[src/hdl/pgr_front.sv]
// ----------------------------------------------------------------------------
// pgr_front
// Input stage: clamps the point count and sums the valid points.
// Outputs the clamped count and the sums; the core packs them into a queue entry.
// ----------------------------------------------------------------------------
module pgr_front #(
	parameter int MAX_POINTS = 4,
	parameter int COORD_BITS = 16
) (
	input  logic [2:0]                          point_count,
	input  logic [MAX_POINTS-1:0][COORD_BITS-1:0] px,
	input  logic [MAX_POINTS-1:0][COORD_BITS-1:0] py,
	output logic [2:0]                          n_clamped,
	output logic signed [COORD_BITS+2:0]        sum_x,
	output logic signed [COORD_BITS+2:0]        sum_y
);
	localparam logic [2:0] MAXP = 3'(MAX_POINTS);

	always_comb begin
		n_clamped = point_count;
		if (point_count == 3'd0) n_clamped = 3'd1;
		if (point_count > MAXP) n_clamped = MAXP;
		sum_x = '0;
		sum_y = '0;
		for (int i = 0; i < MAX_POINTS; i++) begin
			if (3'(i) < n_clamped) begin
				sum_x = sum_x + (COORD_BITS+3)'($signed(px[i]));
				sum_y = sum_y + (COORD_BITS+3)'($signed(py[i]));
			end
		end
	end
endmodule

[config.mk]
export PLATFORM = sky130hd
export DESIGN_NAME = pgr_front
export DESIGN_NICKNAME = d
export VERILOG_FILES = /design/src/hdl/pgr_front.sv
export SDC_FILE = /design/constraint.sdc
export NUM_CORES = 1
export LEC_CHECK = 0
export ABC_AREA = 1
export BUFFER_PORTS_ARGS = -buffer_cell sky130_fd_sc_hd__buf_2
export CAP_MARGIN = 40
export CORE_ASPECT_RATIO = 1.1
export CORE_MARGIN = 2
export CORE_UTILIZATION = 52
export DETAILED_ROUTE_END_ITERATION = 16
export PLACE_DENSITY = 0.91
export SYNTH_ARGS = -nofsm -noshare
export SYNTH_HDL_FRONTEND = slang
export SYNTH_SLANG_ARGS = --single-unit
[constraint.sdc]
create_clock -name vclk -period 4.9
set_clock_uncertainty 0.1 [all_clocks]
set_input_delay 0.735 -clock vclk [all_inputs]
set_output_delay 0.735 -clock vclk [all_outputs]
set_load 0.05 [all_outputs]
==> run_results.csv, run 1 <==
group,metric,value,unit
outcome,run_status,"stopped before the end",
outcome,haltStage,"global routing (5_1_grt)",
outcome,error_line,"[ERROR GRT-0116] Global routing finished with congestion. Check the congestion regions in the DRC Viewer.",
yosys,average_instance_area_after_synthesis,5.39,sq um
yosys,synthesis.nets,1575,
placed_design,place.detailed.hpwl,24.5,mm
floorplanning,ios,172,
global_routing,total_global_route_track_usage,81.8,%
yosys,seq_area_frac_synth,0,%
placed_design,finalWeightedCongestion,1.01,
yosys,most_repeated_cell_in_the_gate_level_netlist_after_synthesis,"sky130_fd_sc_hd__nand2_1",
yosys,yosysWarningCount,0,
placed_design,dp.cells,1957,
yosys,synth_area_leaders,"sky130_fd_sc_hd__nand2_1, sky130_fd_sc_hd__ha_1, sky130_fd_sc_hd__a21oi_1",
yosys,area_share_of_the_largest_cell_type_after_synthesis,22.2,%
floorplanning,starting_density,52.8,%
floorplanning,dieHeight,128,um
yosys,synth_largest_area_cell,"sky130_fd_sc_hd__nand2_1",
yosys,synthesis.area,7230,sq um
floorplanning,num_rows,45,
global_routing,grt_max_degree,33,
yosys,syn-instance-count,1340,
placed_design,port_buffers,172,
yosys,post_synth_num_cell_types,46,
global_routing,gr-total-overflow,128,
global_routing,grt_first_pass_wirelength,95.2,mm
yosys,netlist_top_cells_count,"sky130_fd_sc_hd__nand2_1, sky130_fd_sc_hd__inv_1, sky130_fd_sc_hd__a21oi_1, sky130_fd_sc_hd__nor2_1",
global_routing,grt_pass1_vias,16700,
floorplanning,width_of_the_die,116,um
[per-layer routing]
metal / global-route usage (%) / GRT overflow
met5: 26.0 / 0
met4: 86.1 / 47
met3: 68.1 / 1
met2: 97.4 / 79
met1: 79.7 / 1
[metrics by stage]
| step | area [sq um] | setup WS (ps) | TNS [ps] |
|---|---|---|---|
| floorplan | 7550 | -488 | -3450 |
| detailed placement | 10700 | -1150 | -23160 |
| CTS | 13200 | -812 | -14120 |
| global placement | 10700 | -905 | -17860 |
[timing repair]
action / 4_1_cts
endpoints found under the setup margin: 31
hold buffers: 0
pin swaps: 156
buffers inserted: 100
cloned: 0
resized for setup: 386
[kinds of logic after synthesis]
| logic type | count (synthesis) | share of synthesized area [%] |
|---|---|---|
| AO/OA/AOI/OAI | 254 | 20.2 |
| XOR/XNOR | 59 | 7.25 |
| adder cells (fa/ha/maj) | 104 | 18.4 |
| buffers and inverters | 191 | 10.3 |
| AND/OR/NAND/NOR | 732 | 43.8 |
==> inputs of run 2 (changes only) <==
--- a/config.mk
+++ b/config.mk
@@ -8,11 +8,10 @@
 export ABC_AREA = 1
 export BUFFER_PORTS_ARGS = -buffer_cell sky130_fd_sc_hd__buf_2
 export CAP_MARGIN = 40
-export CORE_ASPECT_RATIO = 1.1
 export CORE_MARGIN = 2
-export CORE_UTILIZATION = 52
+export CORE_UTILIZATION = 40
 export DETAILED_ROUTE_END_ITERATION = 16
-export PLACE_DENSITY = 0.91
+export PLACE_DENSITY_LB_ADDON = 0.15
 export SYNTH_ARGS = -nofsm -noshare
 export SYNTH_HDL_FRONTEND = slang
 export SYNTH_SLANG_ARGS = --single-unit
==> constraint.sdc (replaced) <==
create_clock -name vclk -period 6.35
set_clock_uncertainty 0.1 [all_clocks]
set_input_delay 0.9525 -clock vclk [all_inputs]
set_output_delay 0.9525 -clock vclk [all_outputs]
set_load 0.05 [all_outputs]
==> run 2 against run 1 <==
Compared with the run above:
- the flow now finishes without violations
- area after synthesis is the same
- synthesized cell count is the same
==> run_results.csv, run 2 <==
group,metric,value,unit
outcome,run_status,"completed",
timing,max_clock_freq,0.158,GHz
global_routing,grt_max_degree,39,
floorplanning,width_of_the_die,138,um
yosys,seq_area_frac_synth,0,%
yosys,synth_area_leaders,"sky130_fd_sc_hd__nand2_1, sky130_fd_sc_hd__ha_1, sky130_fd_sc_hd__a21oi_1",
global_routing,gr-total-overflow,0,
placed_design,place.detailed.hpwl,20.9,mm
worst_setup_path,worstSetupEndpoint,"sum_y[18]",
layout,seqCellArea,0,sq um
pwr,pwr_density_cell,249,nW/um^2
placed_design,port_buffers,172,
pwr,power.switching_fraction,58.2,%
worst_setup_path,timing_worst_setup_path_type,"input pin to primary output",
yosys,synth_largest_area_cell,"sky130_fd_sc_hd__nand2_1",
detailed_routing,drc,0,
yosys,synthesis.nets,1575,
floorplanning,die-area,19200,sq um
detailed_routing,routed_wl,26.0,mm
global_routing,grt_first_pass_wirelength,40.3,mm
layout,multi_input_area,7710,sq um
floorplanning,placeableCoreArea,17800,sq um
pwr,cellLeakagePower,5.81,nW
floorplanning,num_rows,49,
layout,fin_nets,1885,
yosys,average_instance_area_after_synthesis,5.39,sq um
layout,clock_buffer_count,0,
worst_setup_path,cpPeakStageDelay,360,ps
clock_network,cts_hold_repair.buffers,0,
worst_setup_path,critical_path.endpoint_type,"primary output",
yosys,area_share_of_the_largest_cell_type_after_synthesis,22.2,%
placed_design,finalWeightedCongestion,0.970,
floorplanning,starting_density,40.5,%
worst_setup_path,critical_path.startpoint_type,"input pin",
global_routing,total_global_route_track_usage,24.4,%
timing,finalSetupTns,0,ps
pwr,internal_power,1.14,mW
floorplanning,ios,172,
detailed_routing,drt_iter0_markers,387,
timing,rsz0062_at_grt,"true",
layout,seq_cell_count,0,
layout,layout-area-overhead-vs-synth,51.1,%
worst_setup_path,worst-endpoint-arrival,5270,ps
detailed_routing,route.detailed.vias_per_inst,5.13,
timing,layout_worst_path_cycle_share,99.6,%
detailed_routing,firstDrtPassIters,5,
detailed_routing,drtAntennaViolNets,0,
timing,headroom_to_the_max_slew_limit,43.2,%
global_routing,grt_antenna_before_repair,0,
min_path,hold_class,"input pin to primary output",
yosys,most_repeated_cell_in_the_gate_level_netlist_after_synthesis,"sky130_fd_sc_hd__nand2_1",
floorplanning,dieHeight,138,um
yosys,synthesis.area,7230,sq um
global_routing,grt_pass1_vias,9059,
pwr,vdd.ir_drop.worst,0.000286,V
timing,finalHoldViolCount,0,
layout,diodes,0,
layout,final_common_cell,"sky130_fd_sc_hd__nand2_1",
layout,layout.cells.most_common_list,"sky130_fd_sc_hd__nand2_1, sky130_fd_sc_hd__buf_4, sky130_fd_sc_hd__buf_2, sky130_fd_sc_hd__inv_1, sky130_fd_sc_hd__nand3_1",
detailed_routing,vias,9632,
yosys,post_synth_num_cell_types,46,
worst_setup_path,maximum_fanout_count_along_the_critical_path,4,
worst_setup_path,worst_ep_required_time,5300,ps
yosys,syn-instance-count,1340,
yosys,yosysWarningCount,0,
pwr,share_comb_of_total_power,100.0,%
worst_setup_path,cp-startpoint,"py[1]",
worst_setup_path,crit_path_top_delay_cell,"sky130_fd_sc_hd__ha_2",
timing,maxSlewViolCount,0,
detailed_routing,wl_per_cell,13.9,um
timing,hold_slack,2260,ps
pwr,power.clock.fraction,0,%
pwr,total_power,2.72,mW
timing,period_needed,6320,ps
yosys,netlist_top_cells_count,"sky130_fd_sc_hd__nand2_1, sky130_fd_sc_hd__inv_1, sky130_fd_sc_hd__a21oi_1, sky130_fd_sc_hd__nor2_1",
timing,setup_viol,0,
layout,fraction_of_final_layout_cells_sized_beyond_drive_strength_1,39.1,%
run,number_of_maximum_capacitance_violations,0,
timing,tightest_slew,851,ps
layout,num-fill-cells,1761,
pwr,share_seq_of_total_power,0,%
pwr,power_switching,1.59,mW
[run 2: per-stage QoR]
| step | util (%) | instances | area (sq um) | worst slack, ps |
|---|---|---|---|---|
| after floorplan | - | 1340 | 7230 | 351 |
| after global placement | 52.9 | 1857 | 9430 | -161 |
| after detailed placement | 52.9 | 1857 | 9430 | -158 |
| after CTS | 53.3 | 1858 | 9510 | 1.18 |
| after global routing | 61.2 | 1877 | 10900 | -212 |
| final | 61.2 | 1877 | 10900 | 27.6 |
[run 2: worst min-delay path by stage]
stage          cells past startpoint           start           end  slack [ps]
6_report                           4  point_count[1]  n_clamped[1]        2260
5_1_grt                            4  point_count[1]  n_clamped[1]        2300
4_1_cts                            4  point_count[1]  n_clamped[1]        2260
3_5_place_dp                       4  point_count[1]  n_clamped[1]        2260
3_3_place_gp                       4  point_count[1]  n_clamped[1]        2250
2_1_floorplan                      2  point_count[1]  n_clamped[1]        2040
[run 2: cell type report]
type,count,area share (%)
timing repair buffer,354,21.8
tap,229,2.62
inverter,145,5.01
multi-input combinational,1149,70.6
[run 2: critical path: cells and delay by family]
family          cells  cell delay, ps
fa+ha+maj           3             860
buf+inv             5             390
xor+xnor            2             340
compound gates      9            1390
simple gates       13            1290
[run 2: repair_timing]
| item | CTS | global route |
|---|---|---|
| pin swaps | 2 | 112 |
| resized for setup | 23 | 302 |
| setup endpoints to repair | 10 | 19 |
| buffers inserted | 1 | 19 |
[run 2: power by group through the flow]
stage          combinational [mW]  sequential (mW)  clock [mW]
2_1_floorplan                1.54                0           0
3_3_place_gp                 2.27                0           0
3_5_place_dp                 2.29                0           0
4_1_cts                      2.33                0           0
5_1_grt                      2.98                0           0
6_report                     2.72                0           0
[run 2: logic make-up after synthesis]
group / Yosys count / synth area share [%]
AOI/OAI and AO/OA: 254 / 20.2
xor gates and xnor gates: 59 / 7.25
adders and majority gates: 104 / 18.4
buffers and inverters: 191 / 10.3
and+or+nand+nor: 732 / 43.8
[run 2: layer usage]
metal / share of wire, % / GRT usage, %
met5: 0 / 0
met4: 3.1 / 7.04
met3: 3.6 / 1.18
met2: 51 / 46.0
met1: 43 / 30.0
Note: power is estimated with default switching activity, not from simulation.
==> inputs of run 3 (changes only) <==
--- a/config.mk
+++ b/config.mk
@@ -7,11 +7,11 @@
 export LEC_CHECK = 0
 export ABC_AREA = 1
 export BUFFER_PORTS_ARGS = -buffer_cell sky130_fd_sc_hd__buf_2
-export CAP_MARGIN = 40
 export CORE_MARGIN = 2
-export CORE_UTILIZATION = 40
+export CORE_UTILIZATION = 44
 export DETAILED_ROUTE_END_ITERATION = 16
 export PLACE_DENSITY_LB_ADDON = 0.15
+export SETUP_SLACK_MARGIN = 0.05
 export SYNTH_ARGS = -nofsm -noshare
 export SYNTH_HDL_FRONTEND = slang
 export SYNTH_SLANG_ARGS = --single-unit
==> run 3 against run 2 <==
Compared with the run above:
- clock-buffer cell count did not move
- final cell count fell by 1.8%
- global-route usage rose by 1.4 points
- maximum frequency rose by 2.5%
- first-iteration DRC count rose by 12%
- hold slack got worse by 3.6 ps
- sequential share of layout area did not move
- combinational power fell by 1%
- critical path type unchanged
==> run_results.csv, run 3 (synthesized netlist as in run 2, its figures left out) <==
group,metric,value,unit
worst_setup_path,critical_path.startpoint_type,"input pin",
global_routing,grt_antenna_before_repair,0,
timing,finalHoldViolCount,0,
worst_setup_path,timing_worst_setup_path_type,"input pin to primary output",
global_routing,total_global_route_track_usage,25.8,%
detailed_routing,drt_iter0_markers,434,
timing,setup_viol,0,
layout,multi_input_area,7740,sq um
placed_design,port_buffers,172,
clock_network,cts_hold_repair.buffers,0,
placed_design,dp.cells,1812,
layout,fraction_of_final_layout_cells_sized_beyond_drive_strength_1,38.0,%
layout,seq_cell_count,0,
layout,layout-area-overhead-vs-synth,48.9,%
placed_design,place_ws,-176,ps
timing,post-route-worst-setup-slack,181,ps
worst_setup_path,critical_path.endpoint_type,"primary output",
floorplanning,width_of_the_die,132,um
floorplanning,dieHeight,132,um
global_routing,grt_max_degree,33,
layout,seqCellArea,0,sq um
floorplanning,ios,172,
placed_design,placed_area,9190,sq um
timing,headroom_to_the_max_slew_limit,66.1,%
timing,rsz0062_at_grt,"true",
floorplanning,placeableCoreArea,15900,sq um
detailed_routing,drc,0,
detailed_routing,wl_per_cell,14.2,um
layout,clock_buffer_count,0,
global_routing,grt_first_pass_wirelength,38.6,mm
floorplanning,die-area,17500,sq um
layout,post-route-cell-area,10800,sq um
layout,fin_nets,1864,
layout,fin_cells,1843,
pwr,pwr_density_cell,249,nW/um^2
worst_setup_path,worst_ep_required_time,5300,ps
worst_setup_path,worst-endpoint-arrival,5120,ps
worst_setup_path,critical-path-top-cell-by-count,"sky130_fd_sc_hd__nand2_1",
worst_setup_path,crit_path_top_delay_cell,"sky130_fd_sc_hd__ha_4",
outcome,run_status,"completed",
layout,num-fill-cells,1511,
worst_setup_path,cpPeakStageDelay,310,ps
global_routing,gr-total-overflow,0,
placed_design,finalWeightedCongestion,0.996,
timing,tightest_slew,508,ps
floorplanning,starting_density,45.3,%
placed_design,place.detailed.hpwl,20.4,mm
layout,final_common_cell,"sky130_fd_sc_hd__nand2_1",
timing,maxSlewViolCount,0,
run,number_of_maximum_capacitance_violations,0,
layout,diodes,0,
detailed_routing,routed_wl,26.2,mm
detailed_routing,drtAntennaViolNets,0,
detailed_routing,firstDrtPassIters,5,
min_path,hold_class,"input pin to primary output",
pwr,cellLeakagePower,5.66,nW
global_routing,grt_pass1_vias,8644,
detailed_routing,route.detailed.vias_per_inst,5.27,
worst_setup_path,maximum_fanout_count_along_the_critical_path,4,
timing,max_clock_freq,0.162,GHz
timing,layout_worst_path_cycle_share,97.1,%
layout,layout.cells.most_common_list,"sky130_fd_sc_hd__nand2_1, sky130_fd_sc_hd__buf_2, sky130_fd_sc_hd__buf_4, sky130_fd_sc_hd__inv_1, sky130_fd_sc_hd__nor2_1",
pwr,vdd.ir_drop.worst,0.000290,V
timing,period_needed,6170,ps
detailed_routing,vias,9716,
floorplanning,num_rows,46,
run 3: cell types whose count changed in the layout (fill, tap and decap cells not counted), sizes merged:
cell,delta
clkbuf,+4
buf,-25
run 3: final timing paths:
check                          start  cells past startpoint            to
worst max-delay path          py[16]                     34     sum_y[18]
worst min-delay path  point_count[1]                      4  n_clamped[1]
run 3: final cells by class:
cell class,count,area share [%]
timing repair buffer,333,20.5
tap,216,2.51
multi-input combinational,1149,71.9
inverter,145,5.08
run 3: per-stage QoR:
step | hold WS (ps) | power, mW | utilization (%) | TNS [ps]
finish | 2260 | 2.68 | 67.5 | 0
global route | 2280 | 2.91 | 67.5 | -623
CTS | 2260 | 2.24 | 58.1 | 0
detailed placement | 2260 | 2.20 | 57.6 | -368
global placement | 2250 | 2.19 | 57.6 | -271
floorplan | 2040 | 1.54 | - | 0
run 3: layer usage:
metal  vias up  part of all wire (%)  GRT usage [%]
li1       4980                     -              -
met5         -                     0              0
met1      4407                    41           31.3
met4         0                   2.9           5.62
met3        52                   4.2          0.807
met2       277                    52           50.3
run 3: repair_timing:
action | 4_1_cts | 5_1_grt
pin swaps | 5 | 99
gates resized for setup | 24 | 285
endpoints found under the setup margin | 8 | 21
buffers inserted | 2 | 29
run 3: worst max-delay path, delay by kind of cell:
family          cells  cell delay, ps
compound gates      4             660
buf+inv             7             630
xor+xnor            1             140
simple gates       18            1770
fa+ha+maj           4             940
run 3: power by group:
group / switching [mW] / internal [mW] / total (mW)
clock: 0 / 0 / 0
sequential: 0 / 0 / 0
combinational: 1.59 / 1.09 / 2.68
total: 1.59 / 1.09 / 2.68
