--- config.mk ---
export PLATFORM = sky130hd
export DESIGN_NAME = pgr_back
export DESIGN_NICKNAME = d
export VERILOG_FILES = /design/src/hdl/pgr_pkg.sv /design/src/hdl/pgr_back.sv
export SDC_FILE = /design/constraint.sdc
export NUM_CORES = 1
export LEC_CHECK = 0
export BUFFER_PORTS_ARGS = -buffer_cell sky130_fd_sc_hd__buf_2
export CORE_MARGIN = 1
export CORE_UTILIZATION = 47
export CTS_BUF_LIST = sky130_fd_sc_hd__clkbuf_2
export CTS_CLUSTER_SIZE = 8
export DETAILED_ROUTE_END_ITERATION = 8
export GPL_ROUTABILITY_DRIVEN = 0
export PLACE_DENSITY = 0.91
export SETUP_SLACK_MARGIN = 0.15
export SYNTH_ARGS = -nofsm -noshare
export SYNTH_HDL_FRONTEND = slang
export SYNTH_SLANG_ARGS = --single-unit
--- constraint.sdc ---
create_clock -name clk -period 2.15 [get_ports clk]
set_clock_uncertainty 0.05 [all_clocks]
set_input_delay 0.1075 -clock clk [delete_from_list [all_inputs] [get_ports clk]]
set_output_delay 0.1075 -clock clk [all_outputs]
set_load 0.02 [all_outputs]
--- src/hdl/pgr_pkg.sv ---
// ----------------------------------------------------------------------------
// pgr_pkg
// Shared codes for the pan gesture recognizer.
// ----------------------------------------------------------------------------
package pgr_pkg;

	localparam logic [1:0] CMD_START = 2'd0;
	localparam logic [1:0] CMD_MOVE  = 2'd1;
	localparam logic [1:0] CMD_END   = 2'd2;
	localparam logic [1:0] CMD_OTHER = 2'd3;

	localparam logic [2:0] ACT_IGNORE  = 3'd0;
	localparam logic [2:0] ACT_MAYBE   = 3'd1;
	localparam logic [2:0] ACT_TRIGGER = 3'd2;
	localparam logic [2:0] ACT_FINISH  = 3'd3;
	localparam logic [2:0] ACT_CANCEL  = 3'd4;

	localparam logic [1:0] PH_NONE     = 2'd0;
	localparam logic [1:0] PH_STARTED  = 2'd1;
	localparam logic [1:0] PH_UPDATED  = 2'd2;
	localparam logic [1:0] PH_FINISHED = 2'd3;

	localparam logic [1:0] MODE_IDLE   = 2'd0;
	localparam logic [1:0] MODE_WAIT   = 2'd1;
	localparam logic [1:0] MODE_MOVING = 2'd2;

	localparam logic [1:0] REG_BOUND_X = 2'd0;
	localparam logic [1:0] REG_BOUND_Y = 2'd1;
	localparam logic [1:0] REG_BOUND_W = 2'd2;
	localparam logic [1:0] REG_BOUND_H = 2'd3;

endpackage

--- src/hdl/pgr_back.sv ---
// ----------------------------------------------------------------------------
// pgr_back
// Execution sequencer: holds the gesture state and works one queued event
// through a few steps (divide, angle test, update, report).
// ----------------------------------------------------------------------------
module pgr_back #(
	parameter int MAX_POINTS = 4,
	parameter int COORD_BITS = 16,
	parameter int QW = 8
) (
	input  logic                     clk,
	input  logic                     arst_n,
	input  logic                     q_valid,
	input  logic [QW-1:0]            q_data,
	output logic                     q_take,
	input  logic signed [15:0]       bound_x,
	input  logic signed [15:0]       bound_y,
	input  logic [14:0]              bound_width,
	input  logic [14:0]              bound_height,
	output logic                     res_valid,
	input  logic                     res_ready,
	output logic [2:0]               action,
	output logic [1:0]               phase,
	output logic signed [COORD_BITS-1:0] center_x,
	output logic signed [COORD_BITS-1:0] center_y,
	output logic signed [COORD_BITS:0]   delta_x,
	output logic signed [COORD_BITS:0]   delta_y,
	output logic [3:0]               side_bits,
	output logic [2:0]               touch_count
);
	localparam int CB = COORD_BITS;
	localparam int SW = CB + 3;
	localparam int PW = 2 * MAX_POINTS * CB;
	localparam int DW = CB + 1;          // displacement
	localparam int NW = 2 * DW + 1;      // squared norm
	localparam int MW = 2 * NW + 4;      // product compare

	// step codes
	localparam logic [2:0] ST_IDLE = 3'd0;
	localparam logic [2:0] ST_DIV  = 3'd1;
	localparam logic [2:0] ST_ANG1 = 3'd2;
	localparam logic [2:0] ST_ANG2 = 3'd3;
	localparam logic [2:0] ST_EXEC = 3'd4;

	// unpack queue entry: cmd, n, tiny, dk, points, sum_x, sum_y
	logic [1:0] e_cmd;
	logic [2:0] e_n;
	logic       e_tiny, e_dk;
	logic [PW-1:0] e_pts;
	logic signed [SW-1:0] e_sx, e_sy;
	assign {e_sy, e_sx, e_pts, e_dk, e_tiny, e_n, e_cmd} = q_data;

	function automatic logic signed [CB-1:0] pt(input logic [PW-1:0] p, input int k);
		pt = p[k*CB +: CB];
	endfunction

	logic [2:0] st_q;
	logic [1:0] mode_q;
	logic [MAX_POINTS*2-1:0][CB-1:0] anc_q;
	logic signed [CB-1:0] cx_q, cy_q;
	logic [3:0] side_q;
	logic [2:0] cnt_q;

	// truncating division by n (1..4): n=3 via reciprocal, others by shift
	function automatic logic signed [CB-1:0] div_n(input logic signed [SW-1:0] s,
			input logic [2:0] n);
		logic [SW-1:0] a;
		logic [SW-1:0] qv;
		logic [2*SW+1:0] pr;
		a = s[SW-1] ? SW'(-s) : SW'(s);
		pr = '0;
		case (n)
			3'd2: qv = a >> 1;
			3'd3: begin
				pr = (2*SW+2)'(a) * (2*SW+2)'(((1 << (SW+1)) + 2) / 3);
				qv = SW'(pr >> (SW + 1));
			end
			3'd4: qv = a >> 2;
			default: qv = a;
		endcase
		div_n = s[SW-1] ? CB'(-$signed(qv)) : CB'(qv);
	endfunction

	logic signed [CB-1:0] avx_q, avy_q;
	logic signed [DW-1:0] ax_q, ay_q, bx_q, by_q;
	logic [NW-1:0] na_q, nb_q;
	logic signed [NW:0] dot_q;
	logic pass_q;
	logic [MW-1:0] lhs, rhs;

	always_comb begin
		lhs = MW'(dot_q) * MW'(dot_q) * MW'(4);
		rhs = MW'(na_q) * MW'(nb_q) * MW'(3);
	end

	// side pruning
	logic signed [DW-1:0] dx, dy;
	logic [NW-1:0] x2, y2;
	logic horiz, vert;
	logic [3:0] pruned, side_new;
	logic signed [CB+1:0] rx, by2;
	always_comb begin
		dx = DW'(avx_q) - DW'(cx_q);
		dy = DW'(avy_q) - DW'(cy_q);
		x2 = NW'(dx * dx);
		y2 = NW'(dy * dy);
		horiz = ({2'b0, x2} >= 3 * {2'b0, y2});
		vert  = ({2'b0, y2} >= 3 * {2'b0, x2});
		pruned = side_q;
		if (!(!dx[DW-1] && horiz)) pruned[0] = 1'b0;
		if (!((dx[DW-1] || dx == 0) && horiz)) pruned[1] = 1'b0;
		if (!(!dy[DW-1] && vert)) pruned[2] = 1'b0;
		if (!((dy[DW-1] || dy == 0) && vert)) pruned[3] = 1'b0;
		rx  = (CB+2)'(bound_x) + (CB+2)'($signed({1'b0, bound_width}));
		by2 = (CB+2)'(bound_y) + (CB+2)'($signed({1'b0, bound_height}));
		side_new = '0;
		if (bound_width != 0 && bound_height != 0) begin
			side_new[0] = pt(e_pts, 0) < bound_x;
			side_new[1] = (CB+2)'(pt(e_pts, 0)) > rx;
			side_new[2] = pt(e_pts, 1) < bound_y;
			side_new[3] = (CB+2)'(pt(e_pts, 1)) > by2;
		end
	end

	// execute decision for the queued request
	logic [2:0] act_d;
	logic [1:0] ph_d, mode_d;
	logic first_d, restart_d, upd_d, prune_d;
	always_comb begin
		act_d = pgr_pkg::ACT_CANCEL;
		ph_d = pgr_pkg::PH_NONE;
		mode_d = mode_q;
		first_d = 1'b0;
		restart_d = 1'b0;
		upd_d = 1'b0;
		unique case (mode_q)
			pgr_pkg::MODE_IDLE: if (e_cmd == pgr_pkg::CMD_START) begin
				mode_d = pgr_pkg::MODE_WAIT;
				first_d = 1'b1;
				act_d = pgr_pkg::ACT_MAYBE;
			end
			pgr_pkg::MODE_WAIT: begin
				if (e_cmd == pgr_pkg::CMD_START) begin
					restart_d = 1'b1;
					act_d = pgr_pkg::ACT_MAYBE;
				end else if (e_cmd == pgr_pkg::CMD_MOVE) begin
					if (e_tiny || (e_n == 3'd2 && !e_dk))
						act_d = pgr_pkg::ACT_IGNORE;
					else if (e_n == 3'd2 && !pass_q)
						mode_d = pgr_pkg::MODE_IDLE;
					else begin
						mode_d = pgr_pkg::MODE_MOVING;
						ph_d = pgr_pkg::PH_STARTED;
						act_d = pgr_pkg::ACT_TRIGGER;
						upd_d = 1'b1;
					end
				end else mode_d = pgr_pkg::MODE_IDLE;
			end
			default: begin
				if (e_cmd == pgr_pkg::CMD_MOVE) begin
					ph_d = pgr_pkg::PH_UPDATED;
					act_d = pgr_pkg::ACT_TRIGGER;
					upd_d = 1'b1;
				end else if (e_cmd == pgr_pkg::CMD_END) begin
					ph_d = pgr_pkg::PH_FINISHED;
					act_d = pgr_pkg::ACT_FINISH;
					upd_d = 1'b1;
					mode_d = pgr_pkg::MODE_IDLE;
				end else mode_d = pgr_pkg::MODE_IDLE;
			end
		endcase
		// only the first move prunes, and a zero delta keeps every side
		prune_d = (ph_d == pgr_pkg::PH_STARTED) && (dx != 0 || dy != 0);
	end

	assign q_take = (st_q == ST_EXEC);

	always_ff @(posedge clk or negedge arst_n) begin
		if (!arst_n) begin
			st_q <= ST_IDLE;
			mode_q <= pgr_pkg::MODE_IDLE;
			anc_q <= '0;
			cx_q <= '0;
			cy_q <= '0;
			side_q <= '0;
			cnt_q <= '0;
			res_valid <= 1'b0;
			action <= pgr_pkg::ACT_IGNORE;
			phase <= pgr_pkg::PH_NONE;
			delta_x <= '0;
			delta_y <= '0;
			avx_q <= '0;
			avy_q <= '0;
			ax_q <= '0;
			ay_q <= '0;
			bx_q <= '0;
			by_q <= '0;
			na_q <= '0;
			nb_q <= '0;
			dot_q <= '0;
			pass_q <= 1'b0;
		end else begin
			if (st_q == ST_EXEC) res_valid <= 1'b1;
			else if (res_valid && res_ready) res_valid <= 1'b0;
			unique case (st_q)
				ST_IDLE: if (q_valid && !(res_valid && !res_ready)) st_q <= ST_DIV;
				ST_DIV: begin
					avx_q <= div_n(e_sx, e_n);
					avy_q <= div_n(e_sy, e_n);
					ax_q <= DW'(pt(e_pts, 0)) - DW'($signed(anc_q[0]));
					ay_q <= DW'(pt(e_pts, 1)) - DW'($signed(anc_q[1]));
					bx_q <= DW'(pt(e_pts, 2)) - DW'($signed(anc_q[2]));
					by_q <= DW'(pt(e_pts, 3)) - DW'($signed(anc_q[3]));
					st_q <= ST_ANG1;
				end
				ST_ANG1: begin
					na_q <= NW'(ax_q * ax_q) + NW'(ay_q * ay_q);
					nb_q <= NW'(bx_q * bx_q) + NW'(by_q * by_q);
					dot_q <= (NW+1)'(ax_q * bx_q) + (NW+1)'(ay_q * by_q);
					st_q <= ST_ANG2;
				end
				ST_ANG2: begin
					pass_q <= (na_q == 0) || (nb_q == 0) ||
						(!dot_q[NW] && lhs >= rhs);
					st_q <= ST_EXEC;
				end
				ST_EXEC: begin
					action <= act_d;
					phase <= ph_d;
					mode_q <= mode_d;
					delta_x <= upd_d ? dx : '0;
					delta_y <= upd_d ? dy : '0;
					st_q <= ST_IDLE;
					if (first_d) begin
						cnt_q <= e_n;
						anc_q[0] <= pt(e_pts, 0);
						anc_q[1] <= pt(e_pts, 1);
						cx_q <= pt(e_pts, 0);
						cy_q <= pt(e_pts, 1);
						side_q <= side_new;
					end else begin
						if (restart_d) begin
							cnt_q <= e_n;
							for (int i = 0; i < 2*MAX_POINTS; i++)
								if (3'(i/2) < e_n) anc_q[i] <= e_pts[i*CB +: CB];
						end
						if (restart_d || upd_d) begin
							cx_q <= avx_q;
							cy_q <= avy_q;
						end
						if (prune_d) side_q <= pruned;
					end
				end
				default: st_q <= ST_IDLE;
			endcase
		end
	end

	// center and side fields read the state registers after the update
	assign center_x = cx_q;
	assign center_y = cy_q;
	assign side_bits = side_q;
	assign touch_count = cnt_q;

	a_take_once: assert property (@(posedge clk) disable iff (!arst_n)
		q_take |=> !q_take) else $error("queue entry taken twice");
	a_res_after_exec: assert property (@(posedge clk) disable iff (!arst_n)
		q_take |=> res_valid) else $error("no result after execute");
	a_mode_ok: assert property (@(posedge clk) disable iff (!arst_n)
		mode_q != 2'd3) else $error("bad mode");
endmodule

Word level (Yosys, flattened, before mapping)
Cells that the tools add are included.
- register bits after elaboration: 85
- output and inout port bits: 80
- add/sub/neg operators: 4
- multiply operators: 4
- magnitude comparators: 6
- equality and inequality tests: 18
- multiplexer cells: 50
- reduce and logical (&&, ||, !) cells: 42
- operators by type and width (cell ; number):
    35-bit by 37-bit >= comparator with 1-bit output ; 2
    2-bit by 35-bit multiplier with 37-bit output, first input constant ; 2
    17-bit by 17-bit multiplier with 34-bit output ; 2
    32-bit zero test ; 2
    32-bit nonzero test ; 2
    16-bit 2-to-1 mux ; 3
    16-bit by 16-bit adder with 17-bit output ; 2
    17-bit 2-to-1 mux ; 2
    1-bit by 16-bit subtractor with 17-bit output, first input constant ; 2
    3-bit 2-to-1 mux ; 10
    15-bit nonzero test ; 2
    1-bit 2-to-1 mux ; 19
    1-bit by 17-bit > comparator with 1-bit output, first input constant ; 1
    2-bit by 17-bit > comparator with 1-bit output ; 1
    1-bit by 16-bit less-than comparator with 1-bit output, first input constant ; 1
    2-bit by 16-bit less-than comparator with 1-bit output ; 1
    2-bit 2-to-1 mux ; 8
    2-bit inequality test, second input constant ; 7
    4-bit 2-to-1 mux ; 3
    3-bit case mux with 4 select lines ; 1
    3-bit AND reduction ; 4
    1-bit logical AND ; 11
    3-bit by 2-bit == test with 1-bit output, second input constant ; 3
    2-bit case mux with 2 select lines ; 2
    15 further kinds ; 31

Logic depth before layout (Yosys ltp)
Gate-level depths: netlist of the first run.
- word-level depth: 11
- mapped depth: 10

Worst setup path before layout of the first run
No wires, ideal clock.
- kind: input -> register
- start point: input port bound_x[0]
- end point: register side_q[1] (netlist: side_bits[1])
- arrival time: 2.315 ns
- required time: 1.976 ns
- setup slack: -0.340 ns
- stages: 10
- buffers on the path: 0
- path through: ha_1 > fa_1 > a211o_1 > a2111oi_2 > o31ai_1 > a31oi_1 > o21ai_1 > and2_1 > o2111a_1 > nand2b_1
- word-level cells in the longest chain between the ends: 4
- ends and longest elaborated chain (what ; line ; source):
    from (decl) ; pgr_back.sv:16 ; input logic signed [15:0] bound_x,
    16-bit by 16-bit adder with 17-bit output ; pgr_back.sv:114 ; rx = (CB+2)'(bound_x) + (CB+2)'($signed({1'b0, bound_width}));
    2-bit by 17-bit > comparator with 1-bit output ; pgr_back.sv:119 ; side_new[1] = (CB+2)'(pt(e_pts, 0)) > rx;
    4-bit 2-to-1 mux ; pgr_back.sv:117 ; if (bound_width != 0 && bound_height != 0) begin
    4-bit 2-to-1 mux ; pgr_back.sv:234 ; if (first_d) begin
    to (signal assigned) ; pgr_back.sv:240 ; side_q <= side_new;
    to (signal assigned) ; pgr_back.sv:251 ; if (prune_d) side_q <= pruned;
    to (decl) ; pgr_back.sv:61 ; logic [3:0] side_q;
No other way between the ends.
A chain may end at the register's enable or synchronous reset.

Worst setup path after layout of the first run
Ends and elaborated chain as after synthesis.

==> metrics.cfg, run 1 <==
[synthesis]
syn_inst = 336
synth_async_sr_flop_share_pct = 100.0
synth.ff_latch_count = 21
ys_types = 61
syn-mean-instance-area_um2 = 8.274
synth_edf_count = 0
syn-cell-area_um2 = 2780
ys_warn_count = 0
ys.flop_type = dfrtp_1
ys_seq_area_share_pct = 18.90

[timing]
fin_tns_setup_ns = 0
timing.final.crit_share_pct = 97.77
tightest_slew_ns = 0.5220
hold_viol = 0
min_period_ns = 2.102
rsz0062_at_grt = yes
finalSetupViolCount = 0
max-slew-margin-rel_pct = 64.30
max_clock_freq_mhz = 475.7
slew_viol_final = 0

[floorplan]
io_pins = 154
core-area_um2 = 5608
dieHeight_um = 78.91
die_w_um = 78.91
die_area_um2 = 6227
rows = 27
start_util_pct = 49.58

[finish]
area_growth_pct = 28.26
antenna_cells = 0
design_area_um2 = 3566
nNetsFinal = 581
utilization_pct = 63.59
num-fill-cells = 510
layout_common_cells = buf_2 (103), conb_1 (48), buf_4 (42), ha_1 (31), nand2_1 (28)
drive_above_1_share_pct = 37.15
final_common_cell = buf_2

[worst_setup_path]
start_kind = input port
crit_arrival_ns = 2.29
reg2regPathDepth = 5
regToRegStartpoint = mode_q[1]
r2r-end = side_bits[3]
r2r_slack_ns = 0.26
cp-end-kind = register
path_class = in2reg
cp.required_ns = 2.34
crit_fanout = 2

[status]
status = finished clean

[cts]
htreeDepth = 1
clk_path_buf_depth = 2
clkLatencyLatePin_ns = 0.32
cts_sinks = 21
cts_made_buffers = 3
clk_pin_slew_ns = 0.19
cts_tree = yes
cts_root_buf = clkbuf_2

[global_routing]
globalRouteOverflowTotal = 0
grt_first_pass_wirelength_um = 12030
grt_max_degree = 22
grt_use_total_pct = 24.15
grt.busiest_layer = met2
grt_pass1_vias = 2799
antenna_found_initial = 0
grt_util_met2_pct = 44.43
grt_use_met1_pct = 27.36
met3_usage_pct = 3.563

[route]
vias = 2850
drt_iter0_markers = 105
detail-route-antenna-nets = 0
drc = 0
drt_first_pass_iters = 4
wl_um = 7324
routed_via_density = 5.249
wl_per_cell_um = 13.49

[worst_hold_path]
worstHoldEndpoint = side_bits[2]
hp-class = in2reg
hold_start = bound_y[15]
whs_path_depth = 3

[power]
power_density_nw_per_um2 = 595.2
ir_drop_v = 0.0004341
p_leak_nw = 1.942

[placement]
post_dp_cell_area_um2 = 3415
dp_hpwl_um = 6220
io_buffers = 105

[run]
maxCapViolations = 0

[power breakdown]
part	internal, mW	switching (mW)
combinational	0.528	0.748
sequential	0.547	0.136
clock	0.0422	0.121
total	1.12	1.01
[worst max-delay path by stage]
stage | slack (ns) | startpoint | endpoint | depth (start not counted)
6_report | 0.05 | bound_x[0] | side_bits[1] | 11
4_1_cts | 0.01 | bound_x[0] | side_bits[1] | 12
2_1_floorplan | -0.26 | bound_x[0] | side_bits[1] | 10
3_3_place_gp | -0.44 | bound_x[0] | side_bits[1] | 11
5_1_grt | -0.02 | bound_x[2] | side_bits[1] | 10
3_5_place_dp | -0.52 | bound_x[0] | side_bits[1] | 11
[cell type report]
cell class / count / area, um^2 / area share [%]
clock buffers: 3 / 15.01 / 0.4211
multi-input cells: 278 / 1947 / 54.60
inverters: 14 / 52.55 / 1.474
flip-flops and latches: 21 / 528.0 / 14.81
repair buffers: 154 / 928.4 / 26.04
well taps: 72 / 90.09 / 2.526
clock inverters: 1 / 5.005 / 0.1404
[state kept, by name, summed over array words and instances (netlist names)]
name / count
side_bits: 4
action: 3
st_q: 3
touch_count: 3
mode_q: 2
phase: 2
center_x: 1
delta_x: 1
pass_q: 1
res_valid: 1
[cell families (layout without fill, tap and decap cells)]
family	count (synthesis)	count (layout)	synth area share, %
other cells	1	48	0.1349
compound gates	94	94	24.62
mux	7	7	2.745
fa+ha+maj	35	35	16.29
buf+inv	84	172	20.07
flops	21	21	18.90
xor+xnor	4	4	1.260
simple gates	90	90	15.98
[cells in the mapped netlist (2+ instances only)]
library cell	n	area share, %
inv_1	14	1.9
nand2b_1	3	0.68
a211o_1	2	0.63
dfrtp_1	21	19
o21ai_0	13	2.3
buf_4	64	17
a2111oi_0	3	0.95
o211ai_1	4	1.1
nand2_1	28	3.8
nor3b_1	2	0.54
a21o_1	11	3.0
fa_1	2	1.4
mux2_2	5	2.0
a211oi_2	2	0.90
nor2_1	21	2.8
a21oi_1	23	4.1
clkbuf_1	4	0.54
a2111oi_2	2	1.1
or4_1	2	0.54
nor3_1	6	1.1
nor4_1	11	2.5
mux2i_1	2	0.72
nand4_1	3	0.68
o21bai_1	3	0.81
nand3_1	2	0.36
a211oi_1	3	0.81
a22o_1	3	0.95
o221ai_1	2	0.63
ha_1	33	15
o21a_1	2	0.54
a31oi_1	4	0.90
nor2b_1	5	1.1
xor2_1	3	0.95
[critical path: stages]
cell and delay [ns]:
buf_8 0.11, ha_4 0.15, fa_2 0.35, a211o_1 0.31
a2111oi_4 0.35, o31ai_2 0.13, a31oi_1 0.20, o21ai_1 0.10
and2_1 0.14, o2111a_1 0.22, nand2b_4 0.13
[per-stage QoR]
step	setup WS (ns)	hold slack (ns)	power (mW)	cells
finish	0.04792	0.09399	2.122	543
global route	-0.02386	0.04845	2.285	543
CTS	0.01446	0.07828	2.099	543
detailed placement	-0.5243	0.02871	1.911	532
global placement	-0.4413	0.02582	1.858	532
floorplan	-0.2579	-0.2381	1.558	383
[layer usage]
metal / routed length [um] / vias to the layer above
met2: 3731 / 135
met5: 0 / -
li1: - / 1385
met1: 2861 / 1313
met4: 187 / 0
met3: 543 / 17
[what timing repair did]
action	4_1_cts	5_1_grt
hold buffers	6	0
resized for setup	7	11
endpoints found under the setup margin	1	4
endpoints found under the hold margin	26	0
pin swaps	11	4
buffers inserted	1	0
Power figures use the tool's default switching activity.
==> run 2: changes to the inputs <==
CORE_MARGIN = 5   (was 1)
SKIP_LAST_GASP = 1   (was unset)
==> run 2 against run 1 <==
Against the previous run: sequential cell count unchanged; design area grew 0.56%; sequential share of layout area fell by 0.12 points; critical path type unchanged.
==> metrics.cfg, run 2 (same netlist as run 1, synthesis figures left out) <==
[status]
status = finished clean

[floorplan]
die_area_um2 = 7553
die_w_um = 86.91
io_pins = 154
dieHeight_um = 86.91
start_util_pct = 47.52
core-area_um2 = 5851
rows = 28

[worst_setup_path]
critPathSlowestCell = a2111oi_2
critPathMaxStageDelay_ns = 0.45
cp-end-kind = register
crit_fanout = 3
crit_arrival_ns = 2.35
start_kind = input port
path_class = in2reg
cp_top_family = compound AO/OA/AOI/OAI gates
cp.required_ns = 2.37
crit_buf_inv = 1
worstPathCellList = buf_2 -> ha_1 -> a211oi_4 -> o21ai_0 -> a2111oi_2 -> o41ai_1 -> a21oi_1 -> xor2_1 -> o2111a_1 -> nand2b_1

[placement]
dp.cells = 536
dp_slack_ns = -0.5390
dp_hpwl_um = 6875
io_buffers = 105
post_dp_cell_area_um2 = 3426

[global_routing]
grt_pass1_vias = 2778
globalRouteOverflowTotal = 0
grt_use_total_pct = 20.06
grt_max_degree = 22
grt_first_pass_wirelength_um = 12430
antenna_found_initial = 0

[finish]
design_area_um2 = 3586
utilization_pct = 61.29
drive_above_1_share_pct = 37.18
area_growth_pct = 28.98
layout_common_cells = buf_2 (103), buf_4 (49), conb_1 (48), ha_1 (32), nand2_1 (28)
fin_cells = 551
antenna_cells = 0
final_common_cell = buf_2
largest_reg_flops = 4
nNetsFinal = 586

[timing]
slew_viol_final = 0
rsz0062_at_grt = yes
timing.final.crit_share_pct = 98.96
finalSetupViolCount = 0
max-slew-margin-rel_pct = 64.34
hold_ws_ns = 0.02797
tightest_slew_ns = 0.5300
setup_slack_ns = 0.02240
max_clock_freq_mhz = 470.0
min_period_ns = 2.128
hold_viol = 0
fin_tns_setup_ns = 0

[cts]
cts_tree = yes
clkLatencyLatePin_ns = 0.32
cts_sinks = 21
htreeDepth = 1
clk_path_buf_depth = 2
cts_root_buf = clkbuf_2
cts_made_buffers = 3
clk_pin_slew_ns = 0.19

[power]
p_leak_nw = 1.973
ir_drop_v = 0.0003948
power_density_nw_per_um2 = 601.8
p_total_mw = 2.158

[worst_hold_path]
hp-class = in2reg

[route]
drt_iter0_markers = 106
drc = 0
routed_via_density = 5.269
wl_per_cell_um = 14.58
vias = 2903
wl_um = 8033
drt_first_pass_iters = 5
detail-route-antenna-nets = 0

[run]
maxCapViolations = 0

## run 2: area by class of cell
| cell class | instances | area [um^2] |
|---|---|---|
| clock inverters | 1 | 5.005 |
| fillers | 518 | 2265 |
| inverters | 14 | 52.55 |
| repair buffers | 159 | 963.4 |
| well taps | 75 | 93.84 |
| multi-input cells | 278 | 1929 |
| flip-flops and latches | 21 | 526.8 |
| clock buffers | 3 | 15.01 |
## run 2: worst min-delay path: stages
cell and delay (ns):
buf_2 0.09, a21oi_1 0.12, nor3_1 0.06
## run 2: per-layer routing
metal	share of wire, %	track usage, %	vias up
li1	-	-	1403
met1	36	23.56	1315
met2	51	36.99	159
met3	9.6	2.460	26
met4	3.1	7.224	0
met5	0	0	-
## run 2: final timing paths
path,depth (start not counted),startpoint,to,slack (ns)
worst max-delay path,10,bound_x[1],side_bits[1],0.02
worst min-delay path,3,q_valid,st_q[0],0.03
worst max register to register,5,mode_q[1],side_bits[3],0.21
worst min register to register,1,st_q[2],st_q[1],0.43
max in group asynchronous,2,arst_n,mode_q[1],1.52
min in group asynchronous,2,arst_n,action[2],0.19
## run 2: power breakdown
group          internal, mW  leakage, nW  switching, mW  total, mW
Sequential            0.545        0.272          0.112      0.657
Clock                0.0422       0.0164          0.121      0.163
Combinational         0.557         1.68          0.781       1.34
## run 2: timing repair
action,4_1_cts,5_1_grt
endpoints found under the setup margin,2,2
pin swaps,11,2
buffers inserted,3,3
hold buffers,5,0
endpoints found under the hold margin,25,0
gates resized for setup,10,5
